===== src/sv/dqd_pkg.sv =====
// Package for the double-ended queue with delete.
// Holds field widths, operation and status codes, controller states and
// the command and status structs between controller and datapath.
package dqd_pkg;

  localparam int FUNC_W = 3;
  localparam int VAL_W  = 32;
  localparam int STS_W  = 2;
  localparam int OCC_W  = 5;

  typedef enum logic [FUNC_W-1:0] {
    FN_PUSH_F = 3'd0,
    FN_POP_F  = 3'd1,
    FN_APPEND = 3'd2,
    FN_TAKE_B = 3'd3,
    FN_DELETE = 3'd4,
    FN_CLEAR  = 3'd5
  } func_t;

  typedef enum logic [STS_W-1:0] {
    STS_OK     = 2'd0,
    STS_NOELEM = 2'd1,
    STS_FULL   = 2'd2
  } sts_t;

  typedef enum logic [2:0] {
    S_IDLE,
    S_EXEC,
    S_RD_WAIT,
    S_SCAN,
    S_SHIFT,
    S_DONE
  } state_t;

  typedef enum logic [3:0] {
    DP_NOP,
    DP_LOAD,
    DP_PUSH_F,
    DP_APPEND,
    DP_RD_FRONT,
    DP_RD_BACK,
    DP_POP_F,
    DP_TAKE_B,
    DP_SCAN_START,
    DP_SCAN_NEXT,
    DP_DEL_LAST,
    DP_SHIFT_START,
    DP_SHIFT_STEP,
    DP_SHIFT_END,
    DP_CLEAR,
    DP_OUT_LOAD
  } dp_op_t;

  typedef struct packed {
    dp_op_t op;
    logic   set_sts;
    sts_t   sts;
  } dp_cmd_t;

  typedef struct packed {
    func_t func;
    logic  empty;
    logic  full;
    logic  match;
    logic  scan_last;
    logic  shift_last;
    logic  out_busy;
  } dp_stat_t;

endpackage


===== src/sv/dqd_if.sv =====
// Valid/ready channel interfaces for the double-ended queue.
// Depends on dqd_pkg for field widths.
interface dqd_in_if;
  logic                             valid;
  logic                             ready;
  logic [dqd_pkg::FUNC_W-1:0]       func;
  logic signed [dqd_pkg::VAL_W-1:0] value_in;

  modport source (output valid, func, value_in, input ready);
  modport sink   (input valid, func, value_in, output ready);
endinterface

interface dqd_out_if;
  logic                             valid;
  logic                             ready;
  logic [dqd_pkg::STS_W-1:0]        status;
  logic signed [dqd_pkg::VAL_W-1:0] value_out;
  logic [dqd_pkg::OCC_W-1:0]        occupancy;

  modport source (output valid, status, value_out, occupancy, input ready);
  modport sink   (input valid, status, value_out, occupancy, output ready);
endinterface


===== src/sv/dqd_ctrl.sv =====
// Controller state machine for the double-ended queue.
// Sequences each transaction through the datapath; depends on dqd_pkg.
module dqd_ctrl (
  input  logic              clk,
  input  logic              rst_n,
  input  logic              in_valid,
  output logic              in_ready,
  input  dqd_pkg::dp_stat_t stat,
  output dqd_pkg::dp_cmd_t  cmd
);

  dqd_pkg::state_t state_r;
  dqd_pkg::state_t state_nxt;

  always_ff @(posedge clk) begin
    if (!rst_n) begin
      state_r <= dqd_pkg::S_IDLE;
    end else begin
      state_r <= state_nxt;
    end
  end

  always_comb begin
    state_nxt   = state_r;
    cmd.op      = dqd_pkg::DP_NOP;
    cmd.set_sts = 1'b0;
    cmd.sts     = dqd_pkg::STS_OK;
    in_ready    = 1'b0;
    case (state_r)
      dqd_pkg::S_IDLE: begin
        in_ready = 1'b1;
        if (in_valid) begin
          cmd.op    = dqd_pkg::DP_LOAD;
          state_nxt = dqd_pkg::S_EXEC;
        end
      end
      dqd_pkg::S_EXEC: begin
        state_nxt = dqd_pkg::S_DONE;
        case (stat.func)
          dqd_pkg::FN_PUSH_F, dqd_pkg::FN_APPEND: begin
            if (stat.full) begin
              cmd.set_sts = 1'b1;
              cmd.sts     = dqd_pkg::STS_FULL;
            end else if (stat.func == dqd_pkg::FN_PUSH_F) begin
              cmd.op = dqd_pkg::DP_PUSH_F;
            end else begin
              cmd.op = dqd_pkg::DP_APPEND;
            end
          end
          dqd_pkg::FN_POP_F, dqd_pkg::FN_TAKE_B: begin
            if (stat.empty) begin
              cmd.set_sts = 1'b1;
              cmd.sts     = dqd_pkg::STS_NOELEM;
            end else begin
              cmd.op    = (stat.func == dqd_pkg::FN_POP_F) ? dqd_pkg::DP_RD_FRONT
                                                           : dqd_pkg::DP_RD_BACK;
              state_nxt = dqd_pkg::S_RD_WAIT;
            end
          end
          dqd_pkg::FN_DELETE: begin
            if (stat.empty) begin
              cmd.set_sts = 1'b1;
              cmd.sts     = dqd_pkg::STS_NOELEM;
            end else begin
              cmd.op    = dqd_pkg::DP_SCAN_START;
              state_nxt = dqd_pkg::S_SCAN;
            end
          end
          dqd_pkg::FN_CLEAR: begin
            cmd.op = dqd_pkg::DP_CLEAR;
          end
          default: begin
            cmd.op = dqd_pkg::DP_NOP;
          end
        endcase
      end
      dqd_pkg::S_RD_WAIT: begin
        cmd.op    = (stat.func == dqd_pkg::FN_POP_F) ? dqd_pkg::DP_POP_F
                                                     : dqd_pkg::DP_TAKE_B;
        state_nxt = dqd_pkg::S_DONE;
      end
      dqd_pkg::S_SCAN: begin
        if (stat.match) begin
          if (stat.scan_last) begin
            cmd.op    = dqd_pkg::DP_DEL_LAST;
            state_nxt = dqd_pkg::S_DONE;
          end else begin
            cmd.op    = dqd_pkg::DP_SHIFT_START;
            state_nxt = dqd_pkg::S_SHIFT;
          end
        end else if (stat.scan_last) begin
          cmd.set_sts = 1'b1;
          cmd.sts     = dqd_pkg::STS_NOELEM;
          state_nxt   = dqd_pkg::S_DONE;
        end else begin
          cmd.op = dqd_pkg::DP_SCAN_NEXT;
        end
      end
      dqd_pkg::S_SHIFT: begin
        if (stat.shift_last) begin
          cmd.op    = dqd_pkg::DP_SHIFT_END;
          state_nxt = dqd_pkg::S_DONE;
        end else begin
          cmd.op = dqd_pkg::DP_SHIFT_STEP;
        end
      end
      dqd_pkg::S_DONE: begin
        if (!stat.out_busy) begin
          cmd.op    = dqd_pkg::DP_OUT_LOAD;
          state_nxt = dqd_pkg::S_IDLE;
        end
      end
      default: begin
        state_nxt = dqd_pkg::S_IDLE;
      end
    endcase
  end

endmodule


===== src/sv/dqd_datapath.sv =====
// Datapath for the double-ended queue: circular entry memory, head and
// count registers, scan index and output register. Depends on dqd_pkg.
module dqd_datapath #(
  parameter int DEPTH = 16
) (
  input  logic                             clk,
  input  logic                             rst_n,
  input  dqd_pkg::dp_cmd_t                 cmd,
  output dqd_pkg::dp_stat_t                stat,
  input  logic [dqd_pkg::FUNC_W-1:0]       in_func,
  input  logic signed [dqd_pkg::VAL_W-1:0] in_value,
  input  logic                             out_ready,
  output logic                             out_valid,
  output logic [dqd_pkg::STS_W-1:0]        out_status,
  output logic signed [dqd_pkg::VAL_W-1:0] out_value,
  output logic [dqd_pkg::OCC_W-1:0]        out_occupancy
);

  localparam int AW = $clog2(DEPTH);
  localparam int CW = $clog2(DEPTH + 1);

  logic [dqd_pkg::VAL_W-1:0] mem [DEPTH];
  logic [dqd_pkg::VAL_W-1:0] rd_data_r;

  logic [AW-1:0]             head_r;
  logic [AW-1:0]             head_nxt;
  logic [CW-1:0]             count_r;
  logic [CW-1:0]             count_nxt;
  logic [CW-1:0]             idx_r;
  logic [CW-1:0]             idx_nxt;
  dqd_pkg::func_t            func_r;
  logic [dqd_pkg::VAL_W-1:0] val_r;
  dqd_pkg::sts_t             sts_r;
  logic [dqd_pkg::VAL_W-1:0] vout_r;
  logic                      out_valid_r;
  logic [dqd_pkg::STS_W-1:0] out_status_r;
  logic [dqd_pkg::VAL_W-1:0] out_value_r;
  logic [dqd_pkg::OCC_W-1:0] out_occ_r;

  logic [AW-1:0]             raddr;
  logic [AW-1:0]             waddr;
  logic                      we;
  logic [AW-1:0]             head_p1;
  logic [AW-1:0]             head_m1;
  logic [CW-1:0]             cnt_m1;
  logic [CW-1:0]             idx_p1;
  logic [CW-1:0]             idx_p2;
  logic [CW+dqd_pkg::OCC_W-1:0] occ_ext;

  function automatic logic [AW-1:0] phys(input logic [AW-1:0] head,
                                         input logic [CW-1:0] pos);
    logic [CW:0] s;
    s = (CW+1)'(head) + (CW+1)'(pos);
    if (s >= (CW+1)'(DEPTH)) begin
      s = s - (CW+1)'(DEPTH);
    end
    return s[AW-1:0];
  endfunction

  assign head_p1 = (head_r == AW'(DEPTH - 1)) ? '0 : head_r + 1'b1;
  assign head_m1 = (head_r == '0) ? AW'(DEPTH - 1) : head_r - 1'b1;
  assign cnt_m1  = count_r - 1'b1;
  assign idx_p1  = idx_r + 1'b1;
  assign idx_p2  = idx_r + CW'(2);
  assign occ_ext = (CW+dqd_pkg::OCC_W)'(count_r);

  assign stat.func       = func_r;
  assign stat.empty      = (count_r == '0);
  assign stat.full       = (count_r == CW'(DEPTH));
  assign stat.match      = (rd_data_r == val_r);
  assign stat.scan_last  = ((CW+1)'(idx_r) + (CW+1)'(1)) == (CW+1)'(count_r);
  assign stat.shift_last = ((CW+1)'(idx_r) + (CW+1)'(2)) == (CW+1)'(count_r);
  assign stat.out_busy   = out_valid_r && !out_ready;

  always_comb begin
    head_nxt  = head_r;
    count_nxt = count_r;
    idx_nxt   = idx_r;
    raddr     = head_r;
    waddr     = head_r;
    we        = 1'b0;
    case (cmd.op)
      dqd_pkg::DP_PUSH_F: begin
        we        = 1'b1;
        waddr     = head_m1;
        head_nxt  = head_m1;
        count_nxt = count_r + 1'b1;
      end
      dqd_pkg::DP_APPEND: begin
        we        = 1'b1;
        waddr     = phys(head_r, count_r);
        count_nxt = count_r + 1'b1;
      end
      dqd_pkg::DP_RD_FRONT: begin
        raddr = head_r;
      end
      dqd_pkg::DP_RD_BACK: begin
        raddr = phys(head_r, cnt_m1);
      end
      dqd_pkg::DP_POP_F: begin
        head_nxt  = head_p1;
        count_nxt = cnt_m1;
      end
      dqd_pkg::DP_TAKE_B, dqd_pkg::DP_DEL_LAST: begin
        count_nxt = cnt_m1;
      end
      dqd_pkg::DP_SCAN_START: begin
        idx_nxt = '0;
        raddr   = head_r;
      end
      dqd_pkg::DP_SCAN_NEXT: begin
        idx_nxt = idx_p1;
        raddr   = phys(head_r, idx_p1);
      end
      dqd_pkg::DP_SHIFT_START: begin
        raddr = phys(head_r, idx_p1);
      end
      dqd_pkg::DP_SHIFT_STEP: begin
        we      = 1'b1;
        waddr   = phys(head_r, idx_r);
        idx_nxt = idx_p1;
        raddr   = phys(head_r, idx_p2);
      end
      dqd_pkg::DP_SHIFT_END: begin
        we        = 1'b1;
        waddr     = phys(head_r, idx_r);
        count_nxt = cnt_m1;
      end
      dqd_pkg::DP_CLEAR: begin
        count_nxt = '0;
      end
      default: begin
        head_nxt = head_r;
      end
    endcase
  end

  always_ff @(posedge clk) begin
    if (we) begin
      mem[waddr] <= (cmd.op == dqd_pkg::DP_PUSH_F || cmd.op == dqd_pkg::DP_APPEND)
                    ? val_r : rd_data_r;
    end
    rd_data_r <= mem[raddr];
  end

  always_ff @(posedge clk) begin
    if (!rst_n) begin
      head_r      <= '0;
      count_r     <= '0;
      out_valid_r <= 1'b0;
    end else begin
      head_r  <= head_nxt;
      count_r <= count_nxt;
      if (cmd.op == dqd_pkg::DP_OUT_LOAD) begin
        out_valid_r <= 1'b1;
      end else if (out_ready) begin
        out_valid_r <= 1'b0;
      end
    end
  end

  always_ff @(posedge clk) begin
    idx_r <= idx_nxt;
    if (cmd.op == dqd_pkg::DP_LOAD) begin
      func_r <= dqd_pkg::func_t'(in_func);
      val_r  <= in_value;
      sts_r  <= dqd_pkg::STS_OK;
      vout_r <= '0;
    end else begin
      if (cmd.set_sts) begin
        sts_r <= cmd.sts;
      end
      if (cmd.op == dqd_pkg::DP_POP_F || cmd.op == dqd_pkg::DP_TAKE_B) begin
        vout_r <= rd_data_r;
      end
    end
    if (cmd.op == dqd_pkg::DP_OUT_LOAD) begin
      out_status_r <= sts_r;
      out_value_r  <= vout_r;
      out_occ_r    <= occ_ext[dqd_pkg::OCC_W-1:0];
    end
  end

  assign out_valid     = out_valid_r;
  assign out_status    = out_status_r;
  assign out_value     = out_value_r;
  assign out_occupancy = out_occ_r;

endmodule


===== src/sv/double_ended_queue_with_delete.sv =====
// Double-ended queue of DEPTH signed 32-bit entries with delete by value.
// Push, append, clear, unused codes and refused or empty operations are executed and
// their result registered; pop and take first wait for an entry memory read; delete
// walks the n entries held, as the one-read, one-write entry memory scans and shifts one
// entry a cycle. A new transaction is taken in the cycle after the result is registered,
// and a stalled result holds it off. Reset empties the queue.
module double_ended_queue_with_delete #(
  parameter int DEPTH = 16
) (
  input logic         clk,
  input logic         rst_n,
  dqd_in_if.sink      in_ch,
  dqd_out_if.source   out_ch
);

  dqd_pkg::dp_cmd_t  cmd;
  dqd_pkg::dp_stat_t stat;

  dqd_ctrl u_ctrl (
    .clk      (clk),
    .rst_n    (rst_n),
    .in_valid (in_ch.valid),
    .in_ready (in_ch.ready),
    .stat     (stat),
    .cmd      (cmd)
  );

  dqd_datapath #(
    .DEPTH (DEPTH)
  ) u_datapath (
    .clk           (clk),
    .rst_n         (rst_n),
    .cmd           (cmd),
    .stat          (stat),
    .in_func       (in_ch.func),
    .in_value      (in_ch.value_in),
    .out_ready     (out_ch.ready),
    .out_valid     (out_ch.valid),
    .out_status    (out_ch.status),
    .out_value     (out_ch.value_out),
    .out_occupancy (out_ch.occupancy)
  );

endmodule

===== src/flat_wrapper.sv =====
// flat-port wrapper written by rule: the top's interface ports become plain ports
module double_ended_queue_with_delete_flat 
#(
  parameter int DEPTH = 16
)
  (clk, rst_n, in_ch_valid, in_ch_func, in_ch_value_in, in_ch_ready, out_ch_valid, out_ch_status, out_ch_value_out, out_ch_occupancy, out_ch_ready);
  dqd_in_if in_ch_i ();
  dqd_out_if out_ch_i ();
  input logic clk;
  input logic rst_n;
  input wire logic [$bits(in_ch_i.valid)-1:0] in_ch_valid;
  input wire logic [$bits(in_ch_i.func)-1:0] in_ch_func;
  input wire logic [$bits(in_ch_i.value_in)-1:0] in_ch_value_in;
  output wire logic [$bits(in_ch_i.ready)-1:0] in_ch_ready;
  output wire logic [$bits(out_ch_i.valid)-1:0] out_ch_valid;
  output wire logic [$bits(out_ch_i.status)-1:0] out_ch_status;
  output wire logic [$bits(out_ch_i.value_out)-1:0] out_ch_value_out;
  output wire logic [$bits(out_ch_i.occupancy)-1:0] out_ch_occupancy;
  input wire logic [$bits(out_ch_i.ready)-1:0] out_ch_ready;
  assign in_ch_i.valid = in_ch_valid;
  assign in_ch_i.func = in_ch_func;
  assign in_ch_i.value_in = in_ch_value_in;
  assign in_ch_ready = in_ch_i.ready;
  assign out_ch_valid = out_ch_i.valid;
  assign out_ch_status = out_ch_i.status;
  assign out_ch_value_out = out_ch_i.value_out;
  assign out_ch_occupancy = out_ch_i.occupancy;
  assign out_ch_i.ready = out_ch_ready;
  double_ended_queue_with_delete #(.DEPTH(DEPTH)) u_core (.clk(clk), .rst_n(rst_n), .in_ch(in_ch_i), .out_ch(out_ch_i));
endmodule

===== config.mk =====
export PLATFORM = sky130hd
export DESIGN_NAME = double_ended_queue_with_delete_flat
export DESIGN_NICKNAME = d
export VERILOG_FILES = /design/src/sv/dqd_pkg.sv /design/src/sv/dqd_if.sv /design/src/sv/dqd_ctrl.sv /design/src/sv/dqd_datapath.sv /design/src/sv/double_ended_queue_with_delete.sv /design/src/flat_wrapper.sv
export SDC_FILE = /design/constraint.sdc
export NUM_CORES = 1
export LEC_CHECK = 0
export BUFFER_PORTS_ARGS = -buffer_cell sky130_fd_sc_hd__buf_2
export CORE_MARGIN = 2
export CORE_UTILIZATION = 40
export DETAILED_ROUTE_END_ITERATION = 16
export GPL_TIMING_DRIVEN = 1
export MAX_ROUTING_LAYER = met4
export PLACE_DENSITY = 0.64
export SETUP_SLACK_MARGIN = 0.1
export SYNTH_ARGS = -nofsm -noshare
export SYNTH_HDL_FRONTEND = slang
export SYNTH_HIERARCHICAL = 1
export SYNTH_SLANG_ARGS = --single-unit

===== constraint.sdc =====
create_clock -name clk -period 6.5 [get_ports clk]
set_input_delay 0.65 -clock clk [delete_from_list [all_inputs] [get_ports clk]]
set_output_delay 0.65 -clock clk [all_outputs]
set_load 0.05 [all_outputs]

**After elaboration in Yosys (flattened, before gate mapping)**

Memory sizes are Yosys's and may differ from the RTL's. A register that Yosys moved wholly into a read port is not among the register bits.
Index checks and enable logic that the tools add are counted.

- Register bits: 126
- Bits in writable memories: 512
- Bits of input ports: 39
- Output and inout port bits: 41
- Memories kept: 1

- Add/subtract/negate cells: 18
- Magnitude comparators: 5
- Equality and inequality tests: 33
- Multiplexer cells: 49
- Reduce and logical (&&, ||, !) cells: 22

Memory list:

| name | words | width | read ports | clocked after Yosys merged registers in | write ports | line | source |
|---|---|---|---|---|---|---|---|
| u_core.u_datapath.mem | 16 | 32 | 1 | 1 | 1 | dqd_datapath.sv:22 | `logic [dqd_pkg::VAL_W-1:0] mem [DEPTH];` |

Operators by type and width:

| kind | number |
|---|---|
| 4-bit two-way mux | 12 |
| 4-bit == test (second input constant) | 9 |
| 3-bit two-way mux | 12 |
| 32-bit == test | 1 |
| 32-bit two-way mux | 1 |
| 4-bit by 5-bit adder with 6-bit output | 5 |
| 6-bit by 5-bit >= comparator with 1-bit output (second input constant) | 5 |
| 4-bit case mux with 3 select lines | 2 |
| 4-bit case mux with 6 select lines | 1 |
| 4-bit by 1-bit subtractor with 4-bit output (second input constant) | 6 |
| 3-bit case mux with 2 select lines | 3 |
| 3-bit case mux with 6 select lines | 1 |
| 4-bit case mux with 4 select lines | 1 |
| 5-bit case mux with 3 select lines | 1 |
| 1-bit two-way mux | 13 |
| 3-bit by 2-bit == test with 1-bit output (second input constant) | 4 |
| 3-bit == test (second input constant) | 4 |
| 4-bit by 3-bit == test with 1-bit output (second input constant) | 3 |
| 6-bit by 5-bit == test with 1-bit output | 2 |
| 2-bit OR reduction | 6 |
| 5-bit by 1-bit adder with 5-bit output (second input constant) | 2 |
| 5-bit case mux with 2 select lines | 1 |
| 4-bit by 2-bit == test with 1-bit output (second input constant) | 2 |
| 4-bit case mux with 2 select lines | 1 |
| other kinds (22) | 29 |

**Logic depth before layout (Yosys ltp)**

- Depth in word-level cells: 10
- Gate-level depth with buffers: 25
- Depth with buffers taken out: 22

**By module**

Netlist, hierarchy kept.

Modules (own cells, without submodules):

| module | instances | cells an instance | area an instance (um^2) |
|---|---|---|---|
| dqd_datapath | 1 | 1364 | 26073.8 |
| dqd_ctrl | 1 | 64 | 427.9 |

**Worst setup path before layout**

No wires, ideal clock.

- Path type: register to register
- Start: reg u_core.u_datapath.idx_r[1]
- End: mem u_core/u_datapath/mem[0][0] in the netlist's numbering (enable)
- Setup time: 0.421 ns
- Arrival time: 5.215 ns
- Data required time: 6.079 ns
- Setup slack: 0.864 ns
- Stages on the path, launching flop included: 19
- Path buffers: 1
- Path through: edfxtp_1 -> ha_1 -> xnor2_1 -> a211oi_1 -> a21oi_1 -> a2111oi_0 -> nor2b_1 -> o22ai_1 -> buf_2 -> inv_1 -> nor2_1 -> a21o_1 -> ha_1 -> a21o_1 -> a21oi_1 -> xnor3_1 -> a221oi_1 -> nand2_1 -> nor2_1

RTL lines:

| element | line | source |
|---|---|---|
| from (decl) | dqd_datapath.sv:29 | `logic [CW-1:0] idx_r;` |
| from (signal assigned) | dqd_datapath.sv:163 | `idx_r <= idx_nxt;` |
| to (decl) | dqd_datapath.sv:22 |  |

==> metrics <==
Row Count 94; TritonCTS clock tree built; H-tree depth 3; Seq/Total Area, Yosys 72.9%; nets about 1,600; CTS Buffer Depth 3; Clock transition at path regs 60 ps; Die H between 200 and 300 um; syn_nets about 1,500; Yosys reg bits 670; Syn Area/Cell 18.6 um2; Tot GR Track Use 19.0%; relative slew slack a little over a quarter; DR pass1 iterations 5; count of flip-flops with a built-in enable after synthesis roughly 590; critical path arrival 6140 ps; Vias/cell 5.43; vias in the first global route 13,600; yosys warns 6; main flop type after synthesis edfxtp_1; Setup-failing EPs final 0; remaining antenna violation count 0; Die Width between 200 and 300 um; Worst setup EP type flip-flop; setup_tns 0 ps; core area 65,600 um2; synth unique cells 62; Avg WL per Cell roughly 25 um; DR iter-0 viols 1,407; io pins 80; Worst EP required 6750 ps; placed cell areas 28,500 um2; Hold Path Sink u_core/u_datapath/func_r[1]; crit share post-route a little over 90%; final hold vios 0; HP Class in -> reg; FMAX between 150 and 200 MHz; Setup Buffers After CTS 0; Layout area overhead 15.8%; Final Max Slew Viols 0; die area between 60,000 and 70,000 um2; CTS Sinks 670; Final WS setup ~600 ps; min-delay src in_ch_func[1]; layout cells sized above 1 26.8%; Power Density around 580 nW/um2; unrepaired setup endpoints after global routing false; maximum VDD drop 0.000357 V; first-pass GRT wire length 91.0 mm; Post-CTS Hold Buffers 0; outcome finished clean; Root Buffer clkbuf_16; GRT overflow 0; largest net degree at the start of global routing 64; cells on worst reg2reg path 18; fin area 30,700 um2; CTS Buf Count 70; top cells by area, synth edfxtp_1 (67%), mux4_2 (11%), dfxtp_1 (6.0%); DRT Wirelength 62.5 mm; cell count after synthesis roughly 1,400; worst r2r src u_core/u_datapath/val_r[17]; GP Congestion just over 0.8; Setup Skew 27.6 ps; dominant cell type by area after synthesis edfxtp_1; DRC viols 0; synth cell count leaders edfxtp_1 (591), mux4_2 (128), mux2i_1 (102), nand2_1 (98), dfxtp_1 (79); post-synth top area share 67.0%; pin slew with the least headroom to its limit 1100 ps; Via Count 13,600; asr flop ratio synth 0%; reg2reg end u_core/u_datapath/mem[1][6]; top-count cell post-synth edfxtp_1; crit path max fanout 22; Leak 0.0105 uW; Port Buffers between 70 and 80; post-CTS resize count 0; Mapped Area 26,500 um2; HPWL after DPL 40.0 mm; starting density of the core 40.4%; r2r setup slk around 600 ps; worst skew pair latency 600 ps; pre-CTS setup slack between 600 and 700 ps; maxcap violations 0; hold depth 1; initial antenna violation count 2; Startpoint Class flip-flop; Worst Path Class, Setup reg -> reg; fin crit period between 5000 and 6000 ps; Final Power 17,900 uW
==> layer usage <==
layer,GRT usage [%],routed length (um)
met1,27.9,28900
met2,27.2,28100
met3,3.97,4430
met4,4.48,1120
met5,-,0
==> state kept, by name (all words and copies together), names as in the netlist <==
| name | cells |
|---|---|
| u_core/u_datapath/mem | 512 |
| u_core/u_datapath/val_r | 32 |
| u_core/u_datapath/vout_r | 32 |
| u_core/u_ctrl/state_r | 3 |
| u_core/u_datapath/out_status | 2 |
| u_core/u_datapath/func_r | 3 |
| u_core/u_datapath/out_occupancy | 5 |
| u_core/u_datapath/rd_data_r | 32 |
| u_core/u_datapath/sts_r | 2 |
| u_core/u_datapath/idx_r | 5 |
| u_core/u_datapath/count_r | 5 |
| u_core/u_datapath/out_value | 32 |
| u_core/u_datapath/head_r | 4 |
| u_core/u_datapath/out_valid | 1 |
==> through the flow <==
| step | hold slack (ps) | cells | utilization (%) |
|---|---|---|---|
| floorplan | 406 | 1428 | - |
| global placement | 413 | 2368 | 43.4 |
| detailed placement | 416 | 2368 | 43.4 |
| CTS | 184 | 2493 | 46.7 |
| global route | 202 | 2494 | 46.7 |
| finish | 223 | 2497 | 46.8 |
==> worst max-delay path, stage by stage, from the launching register on <==
cell	delay [ps]
edfxtp_1	400
xor2_1	200
nor4_1	350
nand4_1	230
nor2_1	510
nor2b_1	140
o22ai_1	340
inv_1	170
nor2_1	360
nor2_1	70
a21o_1	180
ha_1	270
a21o_1	150
a21oi_1	190
xnor3_1	330
a221oi_1	690
nand2_1	410
nor2_4	190
buf_4	340
==> worst max-delay path by stage <==
stage	start	to	slack, ps	depth (start not counted)
final	u_core/u_datapath/val_r[17]	u_core/u_datapath/mem[1][6]	600	18
after global routing	u_core/u_datapath/val_r[8]	u_core/u_datapath/mem[1][14]	170	18
after CTS	u_core/u_datapath/val_r[17]	u_core/u_datapath/mem[1][17]	660	18
after detailed placement	u_core/u_datapath/val_r[17]	u_core/u_datapath/mem[1][14]	700	18
after global placement	u_core/u_datapath/val_r[30]	u_core/u_datapath/mem[0][17]	820	18
after floorplan	u_core/u_datapath/idx_r[1]	u_core/u_datapath/mem[0][0]	860	18
==> area by class of cell <==
type | count | area, um2
clock buffers | 93 | 1940
multi-input cells | 671 | 6910
clock inverters | 32 | 226
inverters | 20 | 75.1
flip-flops and latches | 670 | 19300
fillers | 5508 | 34900
well taps | 864 | 1080
repair buffers | 143 | 1110
diodes | 4 | 10.0
==> where the power goes <==
group          internal [uW]  leakage, uW  switching, uW  total [uW]
Clock                   2180      0.00107           1580        3770
Sequential              6000      0.00599            341        6340
Combinational           3280      0.00348           4480        7760
Total                  11500       0.0105           6400       17900
==> placed cells by master, fill, tap and decap left out, types with 42 or more instances in the layout <==
cell type	instances
a21oi_1	55
mux4_2	128
edfxtp_1	591
buf_2	79
nand2_1	98
dfxtp_1	79
clkbuf_16	72
buf_4	45
mux2i_1	100
xor2_1	42
==> cell families after synthesis <==
kind of cell / Yosys count / synth area share, %
fa+ha+maj: 16 / 0.812
compound gates: 118 / 2.79
flops: 670 / 72.9
simple gates: 221 / 3.81
mux: 263 / 16.1
buf+inv: 87 / 1.72
xor+xnor: 53 / 1.80
Power figures use the tool's default switching activity.
